--- config.mk ---
export PLATFORM = sky130hd
export DESIGN_NAME = preemptive_priority_scheduler_unit
export DESIGN_NICKNAME = d
export VERILOG_FILES = /design/src/sv/pps_pkg.sv /design/src/sv/pps_ram.sv /design/src/sv/pps_pick.sv /design/src/sv/preemptive_priority_scheduler_unit.sv
export SDC_FILE = /design/constraint.sdc
export NUM_CORES = 1
export LEC_CHECK = 0
export BUFFER_PORTS_ARGS = -buffer_cell sky130_fd_sc_hd__buf_4
export CAP_MARGIN = 15
export CORE_AREA = 2 2 277 279
export DETAILED_ROUTE_END_ITERATION = 8
export DIE_AREA = 0 0 279 281
export GPL_TIMING_DRIVEN = 0
export PLACE_DENSITY = 0.78
export SLEW_MARGIN = 5
export SYNTH_ARGS = -nofsm -noshare
export SYNTH_HDL_FRONTEND = slang
export SYNTH_SLANG_ARGS = --single-unit
--- constraint.sdc ---
create_clock -name clk -period 6.4 [get_ports clk]
set_input_delay 0.64 -clock clk [delete_from_list [all_inputs] [get_ports clk]]
set_output_delay 0.64 -clock clk [all_outputs]
set_load 0.03 [all_outputs]
--- src/sv/pps_pkg.sv ---
// ----------------------------------------------------------------------------
// Preemptive priority scheduler package
// Shared sizes, opcodes, table entry types and small helper functions.
// ----------------------------------------------------------------------------
package pps_pkg;

  // Table and time sizing.
  localparam int MAX_TASKS = 16;
  localparam int TIME_BITS = 16;
  localparam int IDX_W     = $clog2(MAX_TASKS);
  localparam int CNT_W     = $clog2(MAX_TASKS + 1);
  localparam int FIELD_W   = 16;
  localparam int URG_W     = 8;
  localparam int CFG_W     = 5;
  localparam int FIN_W     = 5;

  // Item opcodes.
  localparam logic [1:0] OP_LOAD    = 2'd0;
  localparam logic [1:0] OP_TICK    = 2'd1;
  localparam logic [1:0] OP_RESTART = 2'd2;

  // Static part of a task entry, held in one memory word.
  typedef struct packed {
    logic [FIELD_W-1:0] burst;
    logic [FIELD_W-1:0] arrival;
    logic [URG_W-1:0]   urgency;
  } pps_entry_t;

  // One candidate of the scan: a sampled entry or the running winner.
  typedef struct packed {
    logic               valid;
    logic [IDX_W-1:0]   idx;
    pps_entry_t         entry;
    logic [FIELD_W-1:0] rem;
  } pps_cand_t;

  // Clamp a wide unsigned value to the 16-bit field range.
  function automatic logic [FIELD_W-1:0] sat16(input logic [33:0] v);
    logic [FIELD_W-1:0] r;
    if (v > 34'({FIELD_W{1'b1}})) begin
      r = {FIELD_W{1'b1}};
    end else begin
      r = v[FIELD_W-1:0];
    end
    return r;
  endfunction

  // Number of entries in use: zero acts as one, large values clamp to the table.
  function automatic logic [CNT_W-1:0] tasks_in_use(input logic [CFG_W-1:0] c);
    logic [CNT_W-1:0] r;
    if (c == '0) begin
      r = CNT_W'(1);
    end else if (32'(c) > MAX_TASKS) begin
      r = CNT_W'(MAX_TASKS);
    end else begin
      r = CNT_W'(c);
    end
    return r;
  endfunction

endpackage

--- src/sv/pps_ram.sv ---
// ----------------------------------------------------------------------------
// Generic simple dual-port RAM
// One write port and one read port, read data registered.
// ----------------------------------------------------------------------------
module pps_ram #(
  parameter int DATA_W = 8,
  parameter int ADDR_W = 4
) (
  input  logic              clk,
  input  logic              we,
  input  logic [ADDR_W-1:0] waddr,
  input  logic [DATA_W-1:0] wdata,
  input  logic [ADDR_W-1:0] raddr,
  output logic [DATA_W-1:0] rdata
);

  logic [DATA_W-1:0] mem_r [2**ADDR_W];
  logic [DATA_W-1:0] rdata_r;

  // Write port.
  always_ff @(posedge clk) begin
    if (we) begin
      mem_r[waddr] <= wdata;
    end
  end

  // Registered read port.
  always_ff @(posedge clk) begin
    rdata_r <= mem_r[raddr];
  end

  assign rdata = rdata_r;

endmodule

--- src/sv/pps_pick.sv ---
// ----------------------------------------------------------------------------
// Scheduler winner tracker
// Compares one sampled entry per cycle against the running winner.
// ----------------------------------------------------------------------------
module pps_pick import pps_pkg::*; (
  input  logic                 clk,
  input  logic                 rst_n,
  input  logic                 clear,
  input  pps_cand_t            smp,
  input  logic [TIME_BITS-1:0] now,
  output pps_cand_t            best
);

  pps_cand_t best_r;
  pps_cand_t best_nxt;
  logic      eligible;
  logic      better;

  // An entry competes once it has arrived and still needs service.
  assign eligible = smp.valid && (32'(smp.entry.arrival) <= 32'(now)) && (smp.rem != '0);

  // Smaller urgency wins, then smaller remaining count; equal keeps the lower index.
  assign better = !best_r.valid
               || (smp.entry.urgency < best_r.entry.urgency)
               || ((smp.entry.urgency == best_r.entry.urgency) && (smp.rem < best_r.rem));

  always_comb begin
    best_nxt = best_r;
    if (clear) begin
      best_nxt.valid = 1'b0;
    end else if (eligible && better) begin
      best_nxt = smp;
    end
  end

  always_ff @(posedge clk) begin
    if (!rst_n) begin
      best_r.valid <= 1'b0;
    end else begin
      best_r <= best_nxt;
    end
  end

  assign best = best_r;

endmodule

--- src/sv/preemptive_priority_scheduler_unit.sv ---
// ----------------------------------------------------------------------------
// Preemptive priority scheduler
// Task table in two memories; each tick scans the entries in use, serves the
// winner and reports waiting and turnaround times when it finishes.
// ----------------------------------------------------------------------------
//
// Channel   Handshake             Payload
// input     start / busy          in_opcode, in_slot, in_burst, in_arrival, in_urgency
// result    out_valid (strobe)    out_ran .. out_all_done, one item per input item
// config    cfg_we                cfg_data (task count)
//
// A tick reads each of the entries in use from the table, then updates the
// winner's remaining count, presents a result and returns to idle. A restart
// rewrites the remaining count of every table entry from its burst (one
// remaining count rewritten per cycle); a load, an undefined item and a
// tick after all tasks are done go straight to the result.
// Reset is synchronous and active low; the table memories are not cleared.
// The result strobe lasts one cycle and cannot be stalled.
// ----------------------------------------------------------------------------
module preemptive_priority_scheduler_unit import pps_pkg::*; (
  input  logic               clk,
  input  logic               rst_n,
  input  logic               start,
  output logic               busy,
  input  logic [1:0]         in_opcode,
  input  logic [3:0]         in_slot,
  input  logic [FIELD_W-1:0] in_burst,
  input  logic [FIELD_W-1:0] in_arrival,
  input  logic [URG_W-1:0]   in_urgency,
  output logic               out_valid,
  output logic               out_ran,
  output logic [3:0]         out_task_index,
  output logic [FIELD_W-1:0] out_tick_time,
  output logic               out_finished,
  output logic [FIELD_W-1:0] out_waiting_time,
  output logic [FIELD_W-1:0] out_turnaround_time,
  output logic               out_all_done,
  input  logic               cfg_we,
  input  logic [CFG_W-1:0]   cfg_data
);

  localparam logic [2:0] S_IDLE   = 3'd0;
  localparam logic [2:0] S_SCAN   = 3'd1;
  localparam logic [2:0] S_UPDATE = 3'd2;
  localparam logic [2:0] S_SWEEP  = 3'd3;
  localparam logic [2:0] S_RESULT = 3'd4;

  localparam logic [TIME_BITS-1:0] TIME_MAX = {TIME_BITS{1'b1}};
  localparam logic [FIN_W-1:0]     FIN_MAX  = {FIN_W{1'b1}};

  logic [2:0]           state_r, state_nxt;
  logic [CNT_W-1:0]     cnt_r, cnt_nxt;
  logic [TIME_BITS-1:0] now_r, now_nxt;
  logic [FIN_W-1:0]     fin_r, fin_nxt;
  logic [CFG_W-1:0]     task_count_r, task_count_nxt;

  logic                 res_ran_r, res_ran_nxt;
  logic [IDX_W-1:0]     res_idx_r, res_idx_nxt;
  logic [FIELD_W-1:0]   res_time_r, res_time_nxt;
  logic                 res_fin_r, res_fin_nxt;
  logic [FIELD_W-1:0]   res_wait_r, res_wait_nxt;

  logic                 out_valid_r, out_valid_nxt;
  logic                 out_ran_r, out_ran_nxt;
  logic [3:0]           out_idx_r, out_idx_nxt;
  logic [FIELD_W-1:0]   out_time_r, out_time_nxt;
  logic                 out_fin_r, out_fin_nxt;
  logic [FIELD_W-1:0]   out_wait_r, out_wait_nxt;
  logic [FIELD_W-1:0]   out_turn_r, out_turn_nxt;
  logic                 out_done_r, out_done_nxt;

  logic                 accept;
  logic [CNT_W-1:0]     n_use;
  logic                 sched_done;
  logic [IDX_W-1:0]     prev_idx;

  logic                 st_we;
  logic [IDX_W-1:0]     st_waddr;
  pps_entry_t           st_wdata;
  pps_entry_t           st_rdata;
  logic                 rm_we;
  logic [IDX_W-1:0]     rm_waddr;
  logic [FIELD_W-1:0]   rm_wdata;
  logic [FIELD_W-1:0]   rm_rdata;
  logic [IDX_W-1:0]     raddr;

  pps_cand_t            smp;
  pps_cand_t            best;
  logic [FIELD_W-1:0]   rem_dec;
  logic [33:0]          finish_w;
  logic [33:0]          need_w;
  logic [33:0]          wait_w;

  // Handshake and schedule status.
  assign busy       = (state_r != S_IDLE);
  assign accept     = start && !busy;
  assign n_use      = tasks_in_use(task_count_r);
  assign sched_done = (32'(fin_r) >= 32'(n_use));
  assign prev_idx   = IDX_W'(cnt_r - CNT_W'(1));
  assign raddr      = cnt_r[IDX_W-1:0];

  // Static fields and remaining counts live in two RAMs sharing a read address.
  pps_ram #(
    .DATA_W ($bits(pps_entry_t)),
    .ADDR_W (IDX_W)
  ) u_static_ram (
    .clk   (clk),
    .we    (st_we),
    .waddr (st_waddr),
    .wdata (st_wdata),
    .raddr (raddr),
    .rdata (st_rdata)
  );

  pps_ram #(
    .DATA_W (FIELD_W),
    .ADDR_W (IDX_W)
  ) u_remain_ram (
    .clk   (clk),
    .we    (rm_we),
    .waddr (rm_waddr),
    .wdata (rm_wdata),
    .raddr (raddr),
    .rdata (rm_rdata)
  );

  // Read data of the previous scan address feeds the winner tracker.
  always_comb begin
    smp.valid = (state_r == S_SCAN) && (cnt_r != '0);
    smp.idx   = prev_idx;
    smp.entry = st_rdata;
    smp.rem   = rm_rdata;
  end

  pps_pick u_pick (
    .clk   (clk),
    .rst_n (rst_n),
    .clear (accept),
    .smp   (smp),
    .now   (now_r),
    .best  (best)
  );

  // Completion arithmetic for the served task.
  assign rem_dec  = best.rem - FIELD_W'(1);
  assign finish_w = 34'(now_r) + 34'(1);
  assign need_w   = 34'(best.entry.burst) + 34'(best.entry.arrival);
  assign wait_w   = (finish_w > need_w) ? (finish_w - need_w) : '0;

  // Memory writes: load, restart sweep and the tick update never overlap.
  always_comb begin
    st_we    = 1'b0;
    st_waddr = IDX_W'(in_slot);
    st_wdata = '{burst: in_burst, arrival: in_arrival, urgency: in_urgency};
    rm_we    = 1'b0;
    rm_waddr = IDX_W'(in_slot);
    rm_wdata = in_burst;
    if (accept && (in_opcode == OP_LOAD) && (32'(in_slot) < MAX_TASKS)) begin
      st_we = 1'b1;
      rm_we = 1'b1;
    end else if ((state_r == S_SWEEP) && (cnt_r != '0)) begin
      rm_we    = 1'b1;
      rm_waddr = prev_idx;
      rm_wdata = st_rdata.burst;
    end else if ((state_r == S_UPDATE) && best.valid) begin
      rm_we    = 1'b1;
      rm_waddr = best.idx;
      rm_wdata = rem_dec;
    end
  end

  // Sequencer.
  always_comb begin
    state_nxt      = state_r;
    cnt_nxt        = cnt_r;
    now_nxt        = now_r;
    fin_nxt        = fin_r;
    task_count_nxt = cfg_we ? cfg_data : task_count_r;
    res_ran_nxt    = res_ran_r;
    res_idx_nxt    = res_idx_r;
    res_time_nxt   = res_time_r;
    res_fin_nxt    = res_fin_r;
    res_wait_nxt   = res_wait_r;
    out_valid_nxt  = 1'b0;
    out_ran_nxt    = out_ran_r;
    out_idx_nxt    = out_idx_r;
    out_time_nxt   = out_time_r;
    out_fin_nxt    = out_fin_r;
    out_wait_nxt   = out_wait_r;
    out_turn_nxt   = out_turn_r;
    out_done_nxt   = out_done_r;
    unique case (state_r)
      S_IDLE: begin
        if (accept) begin
          cnt_nxt      = '0;
          res_ran_nxt  = 1'b0;
          res_idx_nxt  = '0;
          res_time_nxt = '0;
          res_fin_nxt  = 1'b0;
          res_wait_nxt = '0;
          if (in_opcode == OP_TICK) begin
            state_nxt = sched_done ? S_RESULT : S_SCAN;
          end else if (in_opcode == OP_RESTART) begin
            now_nxt   = '0;
            fin_nxt   = '0;
            state_nxt = S_SWEEP;
          end else begin
            state_nxt = S_RESULT;
          end
        end
      end
      S_SCAN: begin
        // The last sample is compared in the cycle where the count reaches n.
        if (cnt_r == n_use) begin
          state_nxt = S_UPDATE;
        end else begin
          cnt_nxt = cnt_r + CNT_W'(1);
        end
      end
      S_UPDATE: begin
        res_time_nxt = FIELD_W'(now_r);
        if (best.valid) begin
          res_ran_nxt = 1'b1;
          res_idx_nxt = best.idx;
          if (rem_dec == '0) begin
            res_fin_nxt  = 1'b1;
            res_wait_nxt = sat16(wait_w);
            if (fin_r != FIN_MAX) begin
              fin_nxt = fin_r + FIN_W'(1);
            end
          end
        end
        if (now_r != TIME_MAX) begin
          now_nxt = now_r + TIME_BITS'(1);
        end
        state_nxt = S_RESULT;
      end
      S_SWEEP: begin
        if (cnt_r == CNT_W'(MAX_TASKS)) begin
          state_nxt = S_RESULT;
        end else begin
          cnt_nxt = cnt_r + CNT_W'(1);
        end
      end
      S_RESULT: begin
        out_valid_nxt = 1'b1;
        out_ran_nxt   = res_ran_r;
        out_idx_nxt   = 4'(res_idx_r);
        out_time_nxt  = res_time_r;
        out_fin_nxt   = res_fin_r;
        out_wait_nxt  = res_wait_r;
        out_turn_nxt  = res_fin_r ? sat16(34'(res_wait_r) + 34'(best.entry.burst)) : '0;
        out_done_nxt  = sched_done;
        state_nxt     = S_IDLE;
      end
      default: begin
        state_nxt = S_IDLE;
      end
    endcase
  end

  // Control registers.
  always_ff @(posedge clk) begin
    if (!rst_n) begin
      state_r      <= S_IDLE;
      cnt_r        <= '0;
      now_r        <= '0;
      fin_r        <= '0;
      task_count_r <= CFG_W'(1);
      out_valid_r  <= 1'b0;
    end else begin
      state_r      <= state_nxt;
      cnt_r        <= cnt_nxt;
      now_r        <= now_nxt;
      fin_r        <= fin_nxt;
      task_count_r <= task_count_nxt;
      out_valid_r  <= out_valid_nxt;
    end
  end

  // Result payload registers.
  always_ff @(posedge clk) begin
    res_ran_r  <= res_ran_nxt;
    res_idx_r  <= res_idx_nxt;
    res_time_r <= res_time_nxt;
    res_fin_r  <= res_fin_nxt;
    res_wait_r <= res_wait_nxt;
    out_ran_r  <= out_ran_nxt;
    out_idx_r  <= out_idx_nxt;
    out_time_r <= out_time_nxt;
    out_fin_r  <= out_fin_nxt;
    out_wait_r <= out_wait_nxt;
    out_turn_r <= out_turn_nxt;
    out_done_r <= out_done_nxt;
  end

  assign out_valid           = out_valid_r;
  assign out_ran             = out_ran_r;
  assign out_task_index      = out_idx_r;
  assign out_tick_time       = out_time_r;
  assign out_finished        = out_fin_r;
  assign out_waiting_time    = out_wait_r;
  assign out_turnaround_time = out_turn_r;
  assign out_all_done        = out_done_r;

`ifndef NO_ASSERTIONS
  // A result is only presented once the block has returned to idle.
  a_result_when_idle: assert property (@(posedge clk) disable iff (!rst_n)
    out_valid |-> !busy)
    else $error("result strobe while busy");

  // An accepted item keeps the block busy in the following cycle.
  a_accept_busy: assert property (@(posedge clk) disable iff (!rst_n)
    (start && !busy) |=> busy)
    else $error("accepted item did not make the block busy");

  // Completion is only reported for a tick that served a task.
  a_finish_needs_run: assert property (@(posedge clk) disable iff (!rst_n)
    (out_valid && out_finished) |-> out_ran)
    else $error("finished reported without service");

  // A result without service carries no completion times.
  a_idle_no_times: assert property (@(posedge clk) disable iff (!rst_n)
    (out_valid && !out_ran) |-> (out_waiting_time == '0 && out_turnaround_time == '0))
    else $error("times reported without service");
`endif

endmodule
# ---- After elaboration in Yosys (flattened, before gate mapping)
# Memories as Yosys holds them, arrays and structs flattened. A register that Yosys moved wholly into a read port is not among the register bits.
# Cells that the tools add are included.
dict set report classes {
  add_sub_neg 9
  n_lt_le_gt_ge 8
  eq_ne 22
  mux 57
  bitwise_logic 2
  reduce_logical 31
}
# operator count
set op_table {}
lappend op_table {{16-bit two-way mux} 12}
lappend op_table {{16-bit one-hot mux with 2 select lines} 3}
lappend op_table {{5-bit two-way mux} 11}
lappend op_table {{16-bit by 16-bit adder with 17-bit output} 2}
lappend op_table {{34-bit by 16-bit > comparator with 1-bit output (second input constant)} 1}
lappend op_table {{34-bit two-way mux} 1}
lappend op_table {{4-bit two-way mux} 5}
lappend op_table {{3-bit two-way mux} 6}
lappend op_table {{17-bit by 17-bit subtractor with 18-bit output} 1}
lappend op_table {{16-bit by 1-bit adder with 17-bit output (second input constant)} 1}
lappend op_table {{17-bit by 16-bit > comparator with 1-bit output (second input constant)} 1}
lappend op_table {{17-bit > comparator} 1}
lappend op_table {{16-bit by 1-bit adder with 16-bit output (second input constant)} 1}
lappend op_table {{16-bit less-or-equal comparator} 1}
lappend op_table {{16-bit logical NOT} 1}
lappend op_table {{16-bit < comparator} 1}
lappend op_table {{16-bit inequality test (second input constant)} 1}
lappend op_table {{16-bit nonzero test} 1}
lappend op_table {{16-bit by 1-bit subtractor with 16-bit output (second input constant)} 1}
lappend op_table {{5-bit one-hot mux with 3 select lines} 1}
lappend op_table {{1-bit two-way mux} 13}
lappend op_table {{2-bit by 1-bit inequality test with 1-bit output (second input constant)} 6}
lappend op_table {{3-bit one-hot mux with 4 select lines} 1}
lappend op_table {{5-bit by 1-bit adder with 5-bit output (second input constant)} 2}
lappend op_table {{33 further kinds} 54}
dict set report word_totals {
  register_bits 189
  ram_bits 896
  input_bits 55
  out_inout_bits 57
  wordCells 155
  memories 2
}
# memory depth word_bits rd rd_clocked_by_memory_dff write_ports line_no
set mem_list {}
lappend mem_list {u_static_ram.mem_r 16 40 1 1 1 pps_ram.sv:17} ;# logic [DATA_W-1:0] mem_r [2**ADDR_W];
lappend mem_list {u_remain_ram.mem_r 16 16 1 1 1 pps_ram.sv:17}

# ---- Depth between registers and ports, before layout
dict set report depth {
  ltp_word 8
  depth_mapped 19
  ltp_nobuf 17
}

# ---- Cells and area by module
# Synthesis repeated with hierarchy kept, for this count alone.
dict set report unflattened {
  cells_unflattened 2530
  area_unflattened_um2 46470.8
}
# module n_inst cells_per_inst area_per_inst_um2 seq_area_each_um2
set by_module_without_submodules {}
lappend by_module_without_submodules {{pps_ram at u_static_ram} 1 1040 25131.6 20019.2}
lappend by_module_without_submodules {{pps_ram at u_remain_ram} 1 432 10042.1 8007.7}
lappend by_module_without_submodules {preemptive_priority_scheduler_unit 1 854 8400.6 3493.4}
lappend by_module_without_submodules {pps_pick 1 204 2896.5 1821.7}

# ---- Worst setup path after synthesis
# No wires, ideal clock.
dict set report synth_path {
  path_type {register to register}
  from {register cnt_r[1]}
  to {register u_pick.best_r, in the netlist u_pick.best[0], enable pin}
  setup_ns 0.514
  t_arrival_ns 5.273
  required_time_ns 5.886
  slack_ns 0.613
  stages_incl_launch_ff 11
  n_path_buf 3
  period_less_slack_ns 5.787
  cell_sequence {dfxtp_1 -> clkbuf_1 -> clkbuf_1 -> clkbuf_1 -> inv_1 -> ha_1 -> or4b_2 -> nand3_1 -> a2111oi_0 -> o21ai_0 -> a31oi_1}
}
dict set report synth_between {
  elab_chain_len 6
}
# item line_no
set synth_lines {}
lappend synth_lines {{from (decl)} preemptive_priority_scheduler_unit.sv:52} ;# logic [CNT_W-1:0] cnt_r, cnt_nxt;
lappend synth_lines {{from (signal assigned)} preemptive_priority_scheduler_unit.sv:273} ;# cnt_r <= cnt_nxt;
lappend synth_lines {{5-bit nonzero test} preemptive_priority_scheduler_unit.sv:129} ;# smp.valid = (state_r == S_SCAN) && (cnt_r != '0);
lappend synth_lines {{1-bit logical AND} preemptive_priority_scheduler_unit.sv:129}
lappend synth_lines {{1-bit logical AND (2 in a row)} pps_pick.sv:20} ;# assign eligible = smp.valid && (32'(smp.entry.arrival) <= 32'(now)) && (smp.rem != '0);
lappend synth_lines {{1-bit logical AND} pps_pick.sv:31} ;# end else if (eligible && better) begin
lappend synth_lines {{3-bit AND reduction (no source line)} -}
lappend synth_lines {{to (signal assigned)} pps_pick.sv:40} ;# best_r <= best_nxt;
lappend synth_lines {{to (decl)} pps_pick.sv:14} ;# pps_cand_t best_r;
# No other way between the ends.
# A chain may end at the register's enable or synchronous reset.

# ---- Final worst setup path
dict set report layout_path {
  from {register cnt_r[1]}
  to {memory u_remain_ram.mem_r[12][7] in the netlist's numbering, data pin}
}
dict set report layout_between {
  elab_chain_len 4
}
# item line_no
set layout_lines {}
lappend layout_lines {{5-bit nonzero test} preemptive_priority_scheduler_unit.sv:161} ;# end else if ((state_r == S_SWEEP) && (cnt_r != '0)) begin
lappend layout_lines {{1-bit logical AND} preemptive_priority_scheduler_unit.sv:161}
lappend layout_lines {{16-bit two-way mux} preemptive_priority_scheduler_unit.sv:161}
lappend layout_lines {{16-bit two-way mux} preemptive_priority_scheduler_unit.sv:158} ;# if (accept && (in_opcode == OP_LOAD) && (32'(in_slot) < MAX_TASKS)) begin
lappend layout_lines {{via rm_wdata[7]} preemptive_priority_scheduler_unit.sv:83} ;# logic [FIELD_W-1:0] rm_wdata;
lappend layout_lines {{to (decl)} pps_ram.sv:17}
# The timed path passes the listed nets, and every way through them passes these cells.

==> impl_metrics.json <==
{
  "setup_ws_ps": 42.9,
  "die_w_um": 279,
  "syn-num-nets": 2528,
  "final_util_pct": 69.7,
  "wirelength_met1_mm": 42.9,
  "worstSetupEndpointType": "flop",
  "crit_arrival_ps": 6660,
  "cts_resized": 0,
  "grt_util_all_layers_pct": 29.7,
  "ir_drop_mv": 0.253,
  "timing.hold.ws_ps": 193,
  "num-fill-cells": 4385,
  "drtPass1Iterations": 5,
  "slew_headroom_pct": 18.5,
  "initial_core_util_pct": 60.6,
  "boundaryPins": 112,
  "critical_path_required_ps": 6700,
  "cp_max_fo": 16,
  "grt_setup_unrepaired": "no",
  "wl_per_cell_um": 30.7,
  "synthTopCellsByArea": "edfxtp_1 69%, mux4_2 14%, dfxtp_1 4.0%",
  "p_leak_nw": 17.0,
  "fp.dieH_um": 281,
  "pre_cts_ws_ps": 182,
  "cp_cell_sequence": "clkbuf_1 -> clkbuf_1 -> clkbuf_1 -> inv_1 -> ha_1 -> or4b_2 -> nand3_1 -> nand2_1 -> clkbuf_1 -> clkbuf_1 -> o22ai_1 -> a21oi_1",
  "status": "finished clean",
  "cts_tree": "done",
  "multi_input_area_mm2": 0.0120,
  "seq_area_mm2": 0.0333,
  "powerDensity_mw_per_mm2": 292,
  "ys_ff_latch": 1141,
  "holdCritPathClass": "input port to flop",
  "placement.io_buffers": 109,
  "synth_common_cells": "1049 x edfxtp_1, 280 x mux4_2, 111 x nor2_1",
  "ys_types": 73,
  "layout.nets": 2815,
  "core_mm2": 0.0754,
  "cpLargestDelayFamily": "buffers and inverters",
  "timing.fmax_mhz": 157,
  "yosysSeqAreaShare_pct": 72.9,
  "final-max-slew-violation-count": 0,
  "routed.top_layer": "met5",
  "clk_latency_ps": 690,
  "final_hold_viol_count": 0,
  "vias": 24934,
  "fin_crit_ps": 6360,
  "cts_buffers": 110,
  "critPathMostFrequentCell": "clkbuf_1",
  "path_clk_slew_ps": 60,
  "wl_met2_mm": 56.1,
  "period_share_pct": 99.3,
  "syn-cell-area_mm2": 0.0457,
  "layout-drive-gt1-share_pct": 25.0,
  "critPathSlowestCell": "a21oi_1",
  "ant_nets": 0,
  "via_per_inst": 6.68,
  "setup.worst_path.class": "flop to flop",
  "yosysTopAreaCellShare_pct": 68.9,
  "root_buffer": "clkbuf_16",
  "num_rows": 101,
  "grt_pass1_vias": 24984,
  "max_stage_delay_ps": 950,
  "cts_htree_levels": 3,
  "yosys_warnings": 0,
  "fin_skew_ps": 31.8,
  "dieArea_mm2": 0.0784,
  "drv_cap": 0,
  "syn_inst": 2368,
  "startpoint_type": "flop",
  "synth.most_common_cell": "edfxtp_1",
  "setup_violations": 0,
  "post_cts_buffers": 0,
  "clkSinkCount": 1141,
  "final.setup.tns_ps": 0,
  "grt_pass1_wl_mm": 166,
  "synth-async-reset-ratio_pct": 0,
  "antenna_found_initial": 10,
  "wl_met3_mm": 10.9,
  "drc": 0,
  "hold_buffers": 0,
  "cp_num_buf_inv": 6,
  "area_growth_pct": 14.9,
  "place_hpwl_mm": 74.9,
  "synth_edf_count": 1049,
  "worst_pin_slew_ps": 1220,
  "gp_congestion": 0.909,
  "synth_ff_type": "edfxtp_1",
  "cts_buffer_depth": 3,
  "avgSynthCellArea_um2": 19.3,
  "dr.first_iter.drc_count": 3313,
  "yosys.area.top_type": "edfxtp_1",
  "grt_max_degree": 29,
  "grt_remaining_overflow": 0,
  "routed_wl_mm": 115
}
## power breakdown
| group | switching [W] | internal [W] | leakage (nW) |
|---|---|---|---|
| clock network | 0.00278 | 0.00362 | 1.75 |
| registers | 0.0000505 | 0.00824 | 10.2 |
| logic | 0.000415 | 0.000242 | 5.05 |
| total | 0.00325 | 0.0121 | 17.0 |
## tightest hold or removal path, stage by stage
cell and delay, ps:
buf_4 80, mux2i_1 50, nand2_1 60
## cells in the final DEF (no fill, tap or decap), types with 16 or more instances in the layout
cell       count
nand2_1       62
nor4_1        17
xor2_1        30
mux4_2       280
clkinv_2      22
clkbuf_1      88
buf_4        126
nor2_2        16
nor2_1        83
dfxtp_1       92
nor3_1        23
xnor2_1       41
a21o_1        28
clkbuf_16    111
buf_1         29
edfxtp_1    1049
ha_1         102
o21a_1        32
nand3_1       32
buf_6         16
inv_1         63
o21ai_0       41
clkinv_1      17
o22ai_1       18
a21oi_1       72
nand4_1       17
## logic make-up (layout without fill, tap and decap cells)
logic type                 count (synthesis)  after routing  share of synthesized area (%)
AOI/OAI and AO/OA                        270            270                           3.87
xor gates and xnor gates                  72             72                           1.40
adders and majority gates                105            105                           2.92
buffers and inverters                    160            543                           1.38
DFF                                     1141           1141                           72.9
muxes                                    289            289                           14.0
other                                      0              5                              0
and+or+nand+nor                          331            331                           3.57
## area by class of cell
class                      instances  area share (%)
timing repair buffer             175            3.50
antenna                            5          0.0238
clock buffer                     147            5.69
inverter                          63           0.450
multi-input combinational       1067            22.7
buffer                            97           0.752
clock inverter                    61            1.09
tap                              978            2.33
sequential                      1141            63.4
## per-stage QoR
| stage | power, W | instances | cell area [um^2] |
|---|---|---|---|
| after floorplan | 0.00881 | 2368 | 45700 |
| after global placement | 0.00905 | 3455 | 47800 |
| after detailed placement | 0.00909 | 3514 | 48900 |
| after CTS | 0.0154 | 3722 | 52500 |
| after global routing | 0.0157 | 3733 | 52600 |
| final | 0.0154 | 3734 | 52600 |
## final timing paths
path / from / endpoint / slack, ps / depth (start not counted)
worst max-delay path: cnt_r[1] / u_remain_ram.mem_r[12][7] / 40 / 12
worst min register to register: res_time_r[15] / out_tick_time[15] / 420 / 0
worst min-delay path: cfg_data[0] / task_count_r[0] / 190 / 3
worst max register to register: cnt_r[1] / u_remain_ram.mem_r[12][7] / 40 / 12
## metal layers
layer	track usage [%]	vias up
met5	0	-
met4	12.4	4
met3	5.28	249
met2	48.1	1603
met1	40.4	12814
li1	-	10264
## sequential cells by signal (all words and copies together) (netlist names), 16 cells and up
signal / cells
now_r: 16
out_tick_time: 16
out_turnaround_time: 16
out_waiting_time: 16
res_time_r: 16
res_wait_r: 16
u_pick.best: 61
u_remain_ram.mem_r: 256
u_remain_ram.rdata: 16
u_static_ram.mem_r: 640
u_static_ram.rdata: 40
Power figures use the tool's default switching activity.
